**src/stepped_fan_speed_controller_macros.svh**
```systemverilog
// Assertion macros shared by the fan controller RTL.
// Each macro samples on clk and is disabled while rst_n is low.
`ifndef STEPPED_FAN_SPEED_CONTROLLER_MACROS_SVH
`define STEPPED_FAN_SPEED_CONTROLLER_MACROS_SVH
`ifndef SYNTHESIS
`define SFC_ASSERT(lbl, cond) \
  lbl: assert property (@(posedge clk) disable iff (!rst_n) (cond)) \
    else $error("fan controller check failed");
`define SFC_ASSERT_NEXT(lbl, ante, cons) \
  lbl: assert property (@(posedge clk) disable iff (!rst_n) (ante) |=> (cons)) \
    else $error("fan controller sequence check failed");
`else
`define SFC_ASSERT(lbl, cond)
`define SFC_ASSERT_NEXT(lbl, ante, cons)
`endif
`endif

```
**src/sfc_pkg.sv**
```systemverilog
// Package for the stepped fan speed controller: widths, codes, reset values
// and the command and status structs between controller and datapath.
`timescale 1ns / 1ps

package sfc_pkg;

  localparam int MAX_STEPS  = 60;
  localparam int STEP_W     = 6;
  localparam int TEMP_W     = 8;
  localparam int CFG_IDX_W  = 3;
  localparam int CFG_DATA_W = 8;
  localparam int DIV_STEPS  = TEMP_W;
  localparam int DIV_CNT_W  = $clog2(DIV_STEPS);

  // Register reset values.
  localparam logic [STEP_W-1:0] RST_NUM_STEPS  = 6'd4;
  localparam logic [TEMP_W-1:0] RST_FULL_SCALE = 8'd60;
  localparam logic [TEMP_W-1:0] RST_COLD_LIMIT = 8'd15;
  localparam logic [TEMP_W-1:0] RST_HOT_LIMIT  = 8'd40;
  localparam logic [TEMP_W-1:0] RST_BLINK_LOW  = 8'd20;
  localparam logic [TEMP_W-1:0] RST_BLINK_HIGH = 8'd35;

  typedef enum logic [CFG_IDX_W-1:0] {
    CFG_NUM_STEPS  = 3'd0,
    CFG_FULL_SCALE = 3'd1,
    CFG_COLD_LIMIT = 3'd2,
    CFG_HOT_LIMIT  = 3'd3,
    CFG_BLINK_LOW  = 3'd4,
    CFG_BLINK_HIGH = 3'd5
  } cfg_idx_t;

  typedef enum logic {
    OP_SAMPLE = 1'b0,
    OP_TICK   = 1'b1
  } op_t;

  typedef enum logic [1:0] {
    DIR_NONE = 2'd0,
    DIR_UP   = 2'd1,
    DIR_DOWN = 2'd2
  } dir_t;

  typedef enum logic [1:0] {
    ZONE_NORMAL = 2'd0,
    ZONE_COLD   = 2'd1,
    ZONE_HOT    = 2'd2
  } zone_t;

  typedef enum logic [1:0] {
    S_IDLE = 2'd0,
    S_DIVW = 2'd1,
    S_DIVL = 2'd2,
    S_EMIT = 2'd3
  } state_t;

  // Commands from the controller to the datapath.
  typedef struct packed {
    logic take_sample;
    logic take_tick;
    logic start_lvl;
    logic resolve;
    logic pop;
  } cmd_t;

  // Status from the datapath to the controller.
  typedef struct packed {
    logic div_done;
    logic last_one;
  } sts_t;

endpackage

```
**src/sfc_if.sv**
```systemverilog
// Channel interfaces of the fan controller: input words, result words and
// configuration writes. Depends on sfc_pkg for field widths.
`timescale 1ns / 1ps

interface sfc_in_if;
  logic                        valid;
  logic                        ready;
  logic                        op;
  logic [sfc_pkg::TEMP_W-1:0]  temperature;

  modport source (output valid, op, temperature, input ready);
  modport sink (input valid, op, temperature, output ready);
endinterface

interface sfc_out_if;
  logic                        valid;
  logic                        ready;
  logic [1:0]                  step_dir;
  logic [sfc_pkg::STEP_W-1:0]  fan_level;
  logic [1:0]                  led_zone;
  logic                        blink_led;
  logic                        last;

  modport source (output valid, step_dir, fan_level, led_zone, blink_led, last,
                  input ready);
  modport sink (input valid, step_dir, fan_level, led_zone, blink_led, last,
                output ready);
endinterface

interface sfc_cfg_if;
  logic                            valid;
  logic                            ready;
  logic [sfc_pkg::CFG_IDX_W-1:0]   index;
  logic [sfc_pkg::CFG_DATA_W-1:0]  data;

  modport source (output valid, index, data, input ready);
  modport sink (input valid, index, data, output ready);
endinterface

```
**src/stepped_fan_speed_controller.sv**
```systemverilog
// Top level of the stepped fan speed controller: joins controller and
// datapath to the channel interfaces. Depends on sfc_pkg, sfc_if, sfc_ctrl, sfc_dp.
//
//   channel  role    payload
//   in_if    sink    op, temperature
//   out_if   source  step_dir, fan_level, led_zone, blink_led, last
//   cfg_if   sink    index, data (always ready)
//
// A tick gives its single result in the cycle after it is accepted.
// A sample runs two divisions on the shared divider (band width, then level)
// before its first result appears; its results then leave one per cycle while
// out_ready is high, up to 60 of them.
// A new word is accepted only once the last result of the previous one is taken.
// rst_n is synchronous; it restores the register defaults and clears the fan state.
`timescale 1ns / 1ps

module stepped_fan_speed_controller (
  input  logic       clk,
  input  logic       rst_n,
  sfc_in_if.sink     in_if,
  sfc_out_if.source  out_if,
  sfc_cfg_if.sink    cfg_if
);

  sfc_pkg::cmd_t cmd;
  sfc_pkg::sts_t sts;

  assign cfg_if.ready = 1'b1;

  sfc_ctrl u_ctrl (
    .clk       (clk),
    .rst_n     (rst_n),
    .in_valid  (in_if.valid),
    .in_op     (in_if.op),
    .in_ready  (in_if.ready),
    .out_valid (out_if.valid),
    .out_ready (out_if.ready),
    .sts       (sts),
    .cmd       (cmd)
  );

  sfc_dp u_dp (
    .clk            (clk),
    .rst_n          (rst_n),
    .cmd            (cmd),
    .sts            (sts),
    .cfg_we         (cfg_if.valid),
    .cfg_index      (cfg_if.index),
    .cfg_data       (cfg_if.data),
    .in_temperature (in_if.temperature),
    .step_dir       (out_if.step_dir),
    .fan_level      (out_if.fan_level),
    .led_zone       (out_if.led_zone),
    .blink_led      (out_if.blink_led),
    .last           (out_if.last)
  );

endmodule

```
**src/sfc_div.sv**
```systemverilog
// Restoring divider, one quotient bit per cycle, for the fan controller.
// Depends on sfc_pkg for widths and the step count.
`timescale 1ns / 1ps

module sfc_div (
  input  logic                       clk,
  input  logic                       rst_n,
  input  logic                       start,
  input  logic [sfc_pkg::TEMP_W-1:0] dividend,
  input  logic [sfc_pkg::TEMP_W-1:0] divisor,
  output logic [sfc_pkg::TEMP_W-1:0] quotient,
  output logic                       done
);

  logic [sfc_pkg::TEMP_W-1:0]    rem_r, rem_nxt;
  logic [sfc_pkg::TEMP_W-1:0]    quo_r, quo_nxt;
  logic [sfc_pkg::TEMP_W-1:0]    dsr_r;
  logic [sfc_pkg::DIV_CNT_W-1:0] cnt_r;
  logic                          busy_r;
  logic                          done_r;
  logic [sfc_pkg::TEMP_W:0]      trial;
  logic [sfc_pkg::TEMP_W:0]      trial_sub;
  logic                          fits;

  // One restoring step: shift in the next dividend bit and try a subtract.
  always_comb begin
    trial     = {rem_r, quo_r[sfc_pkg::TEMP_W-1]};
    trial_sub = trial - {1'b0, dsr_r};
    fits      = (trial >= {1'b0, dsr_r});
    rem_nxt   = fits ? trial_sub[sfc_pkg::TEMP_W-1:0] : trial[sfc_pkg::TEMP_W-1:0];
    quo_nxt   = {quo_r[sfc_pkg::TEMP_W-2:0], fits};
  end

  // Control of the iteration.
  always_ff @(posedge clk) begin
    if (!rst_n) begin
      busy_r <= 1'b0;
      done_r <= 1'b0;
      cnt_r  <= '0;
    end else if (start) begin
      busy_r <= 1'b1;
      done_r <= 1'b0;
      cnt_r  <= '0;
    end else if (busy_r) begin
      cnt_r <= cnt_r + 1'b1;
      if (cnt_r == sfc_pkg::DIV_CNT_W'(sfc_pkg::DIV_STEPS - 1)) begin
        busy_r <= 1'b0;
        done_r <= 1'b1;
      end
    end else begin
      done_r <= 1'b0;
    end
  end

  // Partial remainder and quotient.
  always_ff @(posedge clk) begin
    if (start) begin
      rem_r <= '0;
      quo_r <= dividend;
      dsr_r <= divisor;
    end else if (busy_r) begin
      rem_r <= rem_nxt;
      quo_r <= quo_nxt;
    end
  end

  assign quotient = quo_r;
  assign done     = done_r;

endmodule

```
**src/sfc_dp.sv**
```systemverilog
// Datapath of the fan controller: configuration registers, fan state,
// the shared divider and the result counter. Depends on sfc_pkg, sfc_div.
`timescale 1ns / 1ps
`include "stepped_fan_speed_controller_macros.svh"

module sfc_dp (
  input  logic                           clk,
  input  logic                           rst_n,
  input  sfc_pkg::cmd_t                  cmd,
  output sfc_pkg::sts_t                  sts,
  input  logic                           cfg_we,
  input  logic [sfc_pkg::CFG_IDX_W-1:0]  cfg_index,
  input  logic [sfc_pkg::CFG_DATA_W-1:0] cfg_data,
  input  logic [sfc_pkg::TEMP_W-1:0]     in_temperature,
  output logic [1:0]                     step_dir,
  output logic [sfc_pkg::STEP_W-1:0]     fan_level,
  output logic [1:0]                     led_zone,
  output logic                           blink_led,
  output logic                           last
);

  logic [sfc_pkg::STEP_W-1:0] num_steps_r;
  logic [sfc_pkg::TEMP_W-1:0] full_scale_r;
  logic [sfc_pkg::TEMP_W-1:0] cold_limit_r;
  logic [sfc_pkg::TEMP_W-1:0] hot_limit_r;
  logic [sfc_pkg::TEMP_W-1:0] blink_low_r;
  logic [sfc_pkg::TEMP_W-1:0] blink_high_r;

  logic [sfc_pkg::STEP_W-1:0] fan_level_r, fan_level_nxt;
  logic [sfc_pkg::TEMP_W-1:0] last_temp_r;
  logic                       blink_r;
  sfc_pkg::zone_t             zone_r, zone_nxt;
  logic [sfc_pkg::TEMP_W-1:0] w_r;
  sfc_pkg::dir_t              dir_r, dir_nxt;
  logic [sfc_pkg::STEP_W-1:0] cnt_r, cnt_nxt;

  logic [sfc_pkg::STEP_W-1:0] n_eff;
  logic                       div_start;
  logic [sfc_pkg::TEMP_W-1:0] div_dividend;
  logic [sfc_pkg::TEMP_W-1:0] div_divisor;
  logic [sfc_pkg::TEMP_W-1:0] div_q;
  logic                       div_done;
  logic [sfc_pkg::STEP_W-1:0] diff;

  // Configuration writes; indexes past the list are ignored.
  always_ff @(posedge clk) begin
    if (!rst_n) begin
      num_steps_r  <= sfc_pkg::RST_NUM_STEPS;
      full_scale_r <= sfc_pkg::RST_FULL_SCALE;
      cold_limit_r <= sfc_pkg::RST_COLD_LIMIT;
      hot_limit_r  <= sfc_pkg::RST_HOT_LIMIT;
      blink_low_r  <= sfc_pkg::RST_BLINK_LOW;
      blink_high_r <= sfc_pkg::RST_BLINK_HIGH;
    end else if (cfg_we) begin
      case (cfg_index)
        sfc_pkg::CFG_NUM_STEPS:  num_steps_r  <= cfg_data[sfc_pkg::STEP_W-1:0];
        sfc_pkg::CFG_FULL_SCALE: full_scale_r <= cfg_data;
        sfc_pkg::CFG_COLD_LIMIT: cold_limit_r <= cfg_data;
        sfc_pkg::CFG_HOT_LIMIT:  hot_limit_r  <= cfg_data;
        sfc_pkg::CFG_BLINK_LOW:  blink_low_r  <= cfg_data;
        sfc_pkg::CFG_BLINK_HIGH: blink_high_r <= cfg_data;
        default: ;
      endcase
    end
  end

  // Effective step count: zero counts as one, large values saturate.
  always_comb begin
    if (num_steps_r == '0) begin
      n_eff = sfc_pkg::STEP_W'(1);
    end else if (num_steps_r > sfc_pkg::STEP_W'(sfc_pkg::MAX_STEPS)) begin
      n_eff = sfc_pkg::STEP_W'(sfc_pkg::MAX_STEPS);
    end else begin
      n_eff = num_steps_r;
    end
  end

  // The divider first finds the band width, then the level within it.
  assign div_start    = cmd.take_sample | cmd.start_lvl;
  assign div_dividend = cmd.take_sample ? full_scale_r : last_temp_r;
  assign div_divisor  = cmd.take_sample ? {2'b00, n_eff} : div_q;

  sfc_div u_div (
    .clk      (clk),
    .rst_n    (rst_n),
    .start    (div_start),
    .dividend (div_dividend),
    .divisor  (div_divisor),
    .quotient (div_q),
    .done     (div_done)
  );

  // Zone of a new sample.
  always_comb begin
    if (in_temperature < cold_limit_r) begin
      zone_nxt = sfc_pkg::ZONE_COLD;
    end else if (in_temperature > hot_limit_r) begin
      zone_nxt = sfc_pkg::ZONE_HOT;
    end else begin
      zone_nxt = sfc_pkg::ZONE_NORMAL;
    end
  end

  // Target level and the pulse count toward it.
  always_comb begin
    if (last_temp_r == '0) begin
      fan_level_nxt = '0;
    end else if (last_temp_r >= full_scale_r) begin
      fan_level_nxt = n_eff;
    end else if (w_r == '0) begin
      fan_level_nxt = n_eff - 1'b1;
    end else if (div_q > {2'b00, n_eff - 1'b1}) begin
      fan_level_nxt = n_eff - 1'b1;
    end else begin
      fan_level_nxt = div_q[sfc_pkg::STEP_W-1:0];
    end

    if (fan_level_nxt > fan_level_r) begin
      diff    = fan_level_nxt - fan_level_r;
      dir_nxt = sfc_pkg::DIR_UP;
    end else begin
      diff    = fan_level_r - fan_level_nxt;
      dir_nxt = sfc_pkg::DIR_DOWN;
    end

    if (diff == '0) begin
      cnt_nxt = sfc_pkg::STEP_W'(1);
      dir_nxt = sfc_pkg::DIR_NONE;
    end else begin
      cnt_nxt = diff;
    end
  end

  // Fan state and the result counter.
  always_ff @(posedge clk) begin
    if (!rst_n) begin
      fan_level_r <= '0;
      last_temp_r <= '0;
      blink_r     <= 1'b0;
      zone_r      <= sfc_pkg::ZONE_NORMAL;
      dir_r       <= sfc_pkg::DIR_NONE;
      cnt_r       <= '0;
    end else begin
      if (cmd.take_sample) begin
        last_temp_r <= in_temperature;
        zone_r      <= zone_nxt;
      end
      if (cmd.take_tick) begin
        if ((last_temp_r < blink_low_r) || (last_temp_r > blink_high_r)) begin
          blink_r <= ~blink_r;
        end
        dir_r <= sfc_pkg::DIR_NONE;
        cnt_r <= sfc_pkg::STEP_W'(1);
      end
      if (cmd.resolve) begin
        fan_level_r <= fan_level_nxt;
        dir_r       <= dir_nxt;
        cnt_r       <= cnt_nxt;
      end
      if (cmd.pop) begin
        cnt_r <= cnt_r - 1'b1;
      end
    end
  end

  // Band width is kept for the level step.
  always_ff @(posedge clk) begin
    if (cmd.start_lvl) begin
      w_r <= div_q;
    end
  end

  assign sts.div_done = div_done;
  assign sts.last_one = (cnt_r == sfc_pkg::STEP_W'(1));

  assign step_dir  = dir_r;
  assign fan_level = fan_level_r;
  assign led_zone  = zone_r;
  assign blink_led = blink_r;
  assign last      = (cnt_r == sfc_pkg::STEP_W'(1));

  `SFC_ASSERT(a_level_range, fan_level_r <= sfc_pkg::STEP_W'(sfc_pkg::MAX_STEPS))
  `SFC_ASSERT(a_idle_single, (dir_r != sfc_pkg::DIR_NONE) || (cnt_r <= sfc_pkg::STEP_W'(1)))
  `SFC_ASSERT_NEXT(a_pop_count, cmd.pop && !cmd.resolve && !cmd.take_tick, cnt_r == $past(cnt_r) - 1'b1)

endmodule

```
**src/sfc_ctrl.sv**
```systemverilog
// Controller state machine of the fan controller: sequences the two
// divisions and the result words. Depends on sfc_pkg.
`timescale 1ns / 1ps
`include "stepped_fan_speed_controller_macros.svh"

module sfc_ctrl (
  input  logic          clk,
  input  logic          rst_n,
  input  logic          in_valid,
  input  logic          in_op,
  output logic          in_ready,
  output logic          out_valid,
  input  logic          out_ready,
  input  sfc_pkg::sts_t sts,
  output sfc_pkg::cmd_t cmd
);

  sfc_pkg::state_t state_r, state_nxt;
  logic            accept;

  assign accept = (state_r == sfc_pkg::S_IDLE) && in_valid;

  // Next state.
  always_comb begin
    state_nxt = state_r;
    case (state_r)
      sfc_pkg::S_IDLE: begin
        if (accept) begin
          state_nxt = (in_op == sfc_pkg::OP_TICK) ? sfc_pkg::S_EMIT : sfc_pkg::S_DIVW;
        end
      end
      sfc_pkg::S_DIVW: begin
        if (sts.div_done) state_nxt = sfc_pkg::S_DIVL;
      end
      sfc_pkg::S_DIVL: begin
        if (sts.div_done) state_nxt = sfc_pkg::S_EMIT;
      end
      sfc_pkg::S_EMIT: begin
        if (out_ready && sts.last_one) state_nxt = sfc_pkg::S_IDLE;
      end
      default: state_nxt = sfc_pkg::S_IDLE;
    endcase
  end

  // Outputs and datapath commands.
  always_comb begin
    in_ready        = 1'b0;
    out_valid       = 1'b0;
    cmd             = '0;
    case (state_r)
      sfc_pkg::S_IDLE: begin
        in_ready        = 1'b1;
        cmd.take_sample = accept && (in_op == sfc_pkg::OP_SAMPLE);
        cmd.take_tick   = accept && (in_op == sfc_pkg::OP_TICK);
      end
      sfc_pkg::S_DIVW: cmd.start_lvl = sts.div_done;
      sfc_pkg::S_DIVL: cmd.resolve = sts.div_done;
      sfc_pkg::S_EMIT: begin
        out_valid = 1'b1;
        cmd.pop   = out_ready;
      end
      default: ;
    endcase
  end

  always_ff @(posedge clk) begin
    if (!rst_n) begin
      state_r <= sfc_pkg::S_IDLE;
    end else begin
      state_r <= state_nxt;
    end
  end

  `SFC_ASSERT(a_done_in_div, !sts.div_done || (state_r == sfc_pkg::S_DIVW) || (state_r == sfc_pkg::S_DIVL))
  `SFC_ASSERT_NEXT(a_tick_emits, cmd.take_tick, (state_r == sfc_pkg::S_EMIT) && sts.last_one)
  `SFC_ASSERT_NEXT(a_sample_divides, cmd.take_sample, (state_r == sfc_pkg::S_DIVW) && !sts.div_done)

endmodule
```
**src/flat_wrapper.sv**
```systemverilog
// flat-port wrapper written by rule: the top's interface ports become plain ports
module stepped_fan_speed_controller_flat 
  (clk, rst_n, in_if_valid, in_if_op, in_if_temperature, in_if_ready, out_if_valid, out_if_step_dir, out_if_fan_level, out_if_led_zone, out_if_blink_led, out_if_last, out_if_ready, cfg_if_valid, cfg_if_index, cfg_if_data, cfg_if_ready);
  sfc_in_if in_if_i ();
  sfc_out_if out_if_i ();
  sfc_cfg_if cfg_if_i ();
  input  logic clk;
  input  logic rst_n;
  input wire logic [$bits(in_if_i.valid)-1:0] in_if_valid;
  input wire logic [$bits(in_if_i.op)-1:0] in_if_op;
  input wire logic [$bits(in_if_i.temperature)-1:0] in_if_temperature;
  output wire logic [$bits(in_if_i.ready)-1:0] in_if_ready;
  output wire logic [$bits(out_if_i.valid)-1:0] out_if_valid;
  output wire logic [$bits(out_if_i.step_dir)-1:0] out_if_step_dir;
  output wire logic [$bits(out_if_i.fan_level)-1:0] out_if_fan_level;
  output wire logic [$bits(out_if_i.led_zone)-1:0] out_if_led_zone;
  output wire logic [$bits(out_if_i.blink_led)-1:0] out_if_blink_led;
  output wire logic [$bits(out_if_i.last)-1:0] out_if_last;
  input wire logic [$bits(out_if_i.ready)-1:0] out_if_ready;
  input wire logic [$bits(cfg_if_i.valid)-1:0] cfg_if_valid;
  input wire logic [$bits(cfg_if_i.index)-1:0] cfg_if_index;
  input wire logic [$bits(cfg_if_i.data)-1:0] cfg_if_data;
  output wire logic [$bits(cfg_if_i.ready)-1:0] cfg_if_ready;
  assign in_if_i.valid = in_if_valid;
  assign in_if_i.op = in_if_op;
  assign in_if_i.temperature = in_if_temperature;
  assign in_if_ready = in_if_i.ready;
  assign out_if_valid = out_if_i.valid;
  assign out_if_step_dir = out_if_i.step_dir;
  assign out_if_fan_level = out_if_i.fan_level;
  assign out_if_led_zone = out_if_i.led_zone;
  assign out_if_blink_led = out_if_i.blink_led;
  assign out_if_last = out_if_i.last;
  assign out_if_i.ready = out_if_ready;
  assign cfg_if_i.valid = cfg_if_valid;
  assign cfg_if_i.index = cfg_if_index;
  assign cfg_if_i.data = cfg_if_data;
  assign cfg_if_ready = cfg_if_i.ready;
  stepped_fan_speed_controller u_core (.clk(clk), .rst_n(rst_n), .in_if(in_if_i), .out_if(out_if_i), .cfg_if(cfg_if_i));
endmodule
```
**config.mk**
```make
export PLATFORM = sky130hd
export DESIGN_NAME = stepped_fan_speed_controller_flat
export DESIGN_NICKNAME = d
export VERILOG_FILES = /design/src/sfc_pkg.sv /design/src/sfc_if.sv /design/src/stepped_fan_speed_controller.sv /design/src/sfc_div.sv /design/src/sfc_dp.sv /design/src/sfc_ctrl.sv /design/src/flat_wrapper.sv
export VERILOG_INCLUDE_DIRS = /design/src /design/src/src
export SDC_FILE = /design/constraint.sdc
export NUM_CORES = 1
export LEC_CHECK = 0
export ABC_AREA = 1
export BUFFER_PORTS_ARGS = -buffer_cell sky130_fd_sc_hd__buf_2
export CORE_MARGIN = 8
export CORE_UTILIZATION = 50
export DETAILED_ROUTE_END_ITERATION = 8
export PLACE_DENSITY = 0.68
export SETUP_SLACK_MARGIN = 0.3
export SLEW_MARGIN = 20
export SYNTH_ARGS = -nofsm -noshare
export SYNTH_HDL_FRONTEND = slang
export SYNTH_SLANG_ARGS = --single-unit
```
**constraint.sdc**
```tcl
create_clock -name clk -period 4.45 [get_ports clk]
set_input_delay 0.89 -clock clk [delete_from_list [all_inputs] [get_ports clk]]
set_output_delay 0.89 -clock clk [all_outputs]
set_load 0.01 [all_outputs]
```
==> results by group <==
Route
  • DR pass1 iterations: 5
  • Final WL: between 15000 and 20000 um
  • Initial DRC count: 370
  • Wire length per cell: roughly 15 um
  • DR vias: between 5000 and 6000
  • ANT nets after route: 0
  • Vias per std cell: between 5 and 6
  • # DRC: 0

Power and ir drop
  • Internal: approximately 2.2 mW
  • Comb pwr share: between 40 and 50%
  • Power density over the cells: slightly below 500 nW/um^2
  • Sw frac: 40.1%
  • Leakage: around 3.6 nW
  • Clk pwr share: a little under a quarter
  • Worst VDD drop: 0.000282 V
  • Seq pwr share: 33.8%
  • Tot Pwr: 3.74 mW
  • Switch Pwr: between 1 and 1.5 mW

STA
  • Final Cycle Share: 86.4%
  • Worst Max-Slew Pin Slew: 0.641 ns
  • RSZ-0062 raised after global routing: no
  • Clock Skew: slightly below 0.009 ns
  • Period minus WS final: ~3.8 ns
  • Worst hold slack: 0.460 ns
  • F_max: about 260 MHz
  • Relative slew slack: between 50% and 60%
  • Post-route setup TNS: 0 ns
  • Fin. max-slew vios: 0
  • Setup violations, final: 0
  • Final Hold Violating Endpoints: 0

GRT
  • First-pass GRT wire length: ~26000 um
  • Initial antenna violation count: 0
  • Tot GR Track Use: between 10% and 20%
  • Grt ovf: 0
  • Largest net degree at the start of global routing: 59
  • Vias in the first global route: roughly 5400

Yosys
  • Avg Cell Area, Syn: roughly 7.6 um^2
  • Syn_nets: slightly below 1000
  • Mapped cell area: between 6000 and 7000 um^2
  • Largest family of logic cells by synthesized area: simple AND/OR/NAND/NOR gates
  • Synth async-reset ratio: 0%
  • Compound-gate portion of the synthesized area: approximately 16%
  • Simple-gate share of the synthesized area: 22.8%
  • Sequential fraction of the synthesis area: between 30% and 40%
  • Post-Synth Adder-Cell Area: 14.4%
  • Syn. warnings: 0
  • Yosys reg bits: 110
  • Mux cell area share after synthesis: 0%
  • Yosys cell types: 41
  • Top FF cell, synth: dfxtp_1
  • Cell count after synthesis: between 800 and 900
  • Post-Synth XOR/XNOR Area: under 10%
  • Number of synthesized flops with an enable pin: 24

Floorplanning
  • Horiz. Die Dim: roughly 130 um
  • Die height: 132 um
  • Core box area: around 13000 um^2
  • Starting Density: about half
  • Die footprint: 17500 um^2
  • FP Rows: 42
  • # IOs: 40

Finish
  • Final core utilization: between 50% and 60%
  • Nets@finish: 1029
  • ANT cells: 0
  • Commonest non-fill, non-tap cell in the layout: nand2_1
  • Layout cell share with drive strength beyond 1: 13.3%
  • FF/Latch Area: approximately 2500 um^2
  • Layout fillers: 1237
  • Commonest non-fill, non-tap cells in the layout: nand2_1 (193), inv_1 (129), dfxtp_1 (82)
  • Area of the multi-input gates: 3820 um^2
  • Syn-to-layout area delta: 12.2%

Setup path
  • Cell mode on critical path: nand2_1
  • Critical path class: reg2reg
  • Critical R2R Launch: u_core.u_dp.num_steps_r[2]
  • CP max stage cell: fa_2
  • CP endpoint kind: register
  • Crit Path Max Fanout: 7
  • Worst Setup SP: u_core.u_dp.num_steps_r[2]
  • Data required, critical path: between 4 and 5 ns
  • Register-to-Register Path Depth: 30
  • Crit start category: register
  • Max stage delay on crit path: ~0.42 ns
  • WP data arrival: 4.08 ns

Job
  • # Max-Cap Violations: 0

Outcome
  • Status: complete, no violations

Place
  • Buffers on Ports: 38
  • Gpl congestion: slightly below 0.9
  • Post-DP HPWL: between 10000 and 15000 um

Clock network
  • Bufs on Longest Clock Path: 2
  • Cts hold-fix bufs: 0
  • Clock slew at reported path FFs: 0.08 ns
  • Later-pin clock latency in the skew report: 0.36 ns
  • Total CTS buffers: 9
  • Root Driver: clkbuf_16
  • CTS tree: done
  • Clock Sinks: 110
  • H-tree depth: 3

Hold path
  • Hold-critical path depth: 2
  • Hold Startpoint: u_core.u_dp.hot_limit_r[2]
  • Min-Delay Path Class: reg2reg
synthesized netlist by cell type, types with 2 or more instances:
cell type	count	area [um^2]
nand2_1	196	736
inv_1	130	488
dfxtp_1	86	1720
a21oi_1	79	395
ha_1	73	913
o21ai_0	63	315
nor2_1	61	229
nand3_1	42	210
edfxtp_1	24	721
o211ai_1	20	150
clkbuf_1	14	52.6
nand2_2	14	87.6
nand4_1	10	62.6
o221ai_1	8	70.1
nor2_2	7	43.8
xnor2_1	7	61.3
a31oi_1	5	31.3
nor3_1	5	25.0
xor2_1	5	43.8
a21oi_2	4	35.0
inv_2	4	15.0
o21a_1	4	30.0
buf_4	3	22.5
buf_6	3	33.8
fa_1	3	60.1
nand2_4	3	33.8
nand3_2	2	20.0
nand3_4	2	35.0
nor3_2	2	20.0
worst max-delay path: cells and delay by family, from the launching register on:
family | cells | cell delay, ns
compound gates | 1 | 0.04
xor+xnor | 1 | 0.16
fa+ha+maj | 4 | 0.99
buf+inv | 4 | 0.25
flops | 1 | 0.35
simple gates | 20 | 1.94
metal layers:
layer	track usage, %	vias up	routed length, um
li1	-	3025	-
met1	24.1	2645	7730
met2	29.8	128	7430
met3	3.39	24	713
met4	6.06	0	273
met5	0	-	0
logic make-up (layout without fill, tap and decap cells):
logic type | count (synthesis) | after routing
other cells | 1 | 1
buf+inv | 155 | 197
compound gates | 188 | 188
fa+ha+maj | 76 | 76
xor+xnor | 12 | 12
simple gates | 349 | 349
flops | 110 | 110
layout make-up:
| cell class | instances | area share (%) |
|---|---|---|
| clock inverters | 3 | 0.347 |
| multi-input cells | 626 | 50.5 |
| well taps | 176 | 2.91 |
| clock buffers | 13 | 3.87 |
| inverters | 135 | 6.70 |
| flip-flops and latches | 110 | 32.4 |
| repair buffers | 46 | 3.31 |
per-stage QoR:
stage	instance area, um^2	std cells	setup WS [ns]
after floorplan	6740	891	0.758
after global placement	7060	1087	0.399
after detailed placement	7060	1087	0.357
after CTS	7380	1103	0.328
after global routing	7570	1109	0.271
final	7570	1109	0.606
flip-flops by register name, summed over array words and instances (netlist names), 3 cells and up:
register	flops
u_core.u_dp.blink_high_r	8
u_core.u_dp.blink_low_r	8
u_core.u_dp.cnt_r	6
u_core.u_dp.cold_limit_r	8
u_core.u_dp.fan_level	6
u_core.u_dp.full_scale_r	8
u_core.u_dp.hot_limit_r	8
u_core.u_dp.last_temp_r	8
u_core.u_dp.num_steps_r	6
u_core.u_dp.u_div.cnt_r	3
u_core.u_dp.u_div.dsr_r	8
u_core.u_dp.u_div.quotient	8
u_core.u_dp.u_div.rem_r	8
u_core.u_dp.w_r	8
path summary, 6_finish.rpt:
| path | end | slack (ns) |
|---|---|---|
| worst max-delay path | u_core.u_dp.step_dir[1] | 0.61 |
| worst min-delay path | u_core.u_dp.hot_limit_r[2] | 0.46 |
| worst max register to register | u_core.u_dp.step_dir[1] | 0.61 |
| worst min register to register | u_core.u_dp.hot_limit_r[2] | 0.46 |
power groups by stage:
| stage | combinational (mW) | sequential, mW | clock (mW) |
|---|---|---|---|
| global placement | 1.52 | 1.28 | 0 |
| floorplan | 1.25 | 1.25 | 0 |
| finish | 1.61 | 1.26 | 0.865 |
| global route | 1.84 | 1.28 | 0.913 |
| CTS | 1.54 | 1.26 | 0.871 |
| detailed placement | 1.53 | 1.29 | 0 |
what timing repair did:
item,4_1_cts,5_1_grt
buffers inserted,0,6
gates resized for setup,0,33
endpoints found under the setup margin,0,8
Power figures use the tool's default switching activity.
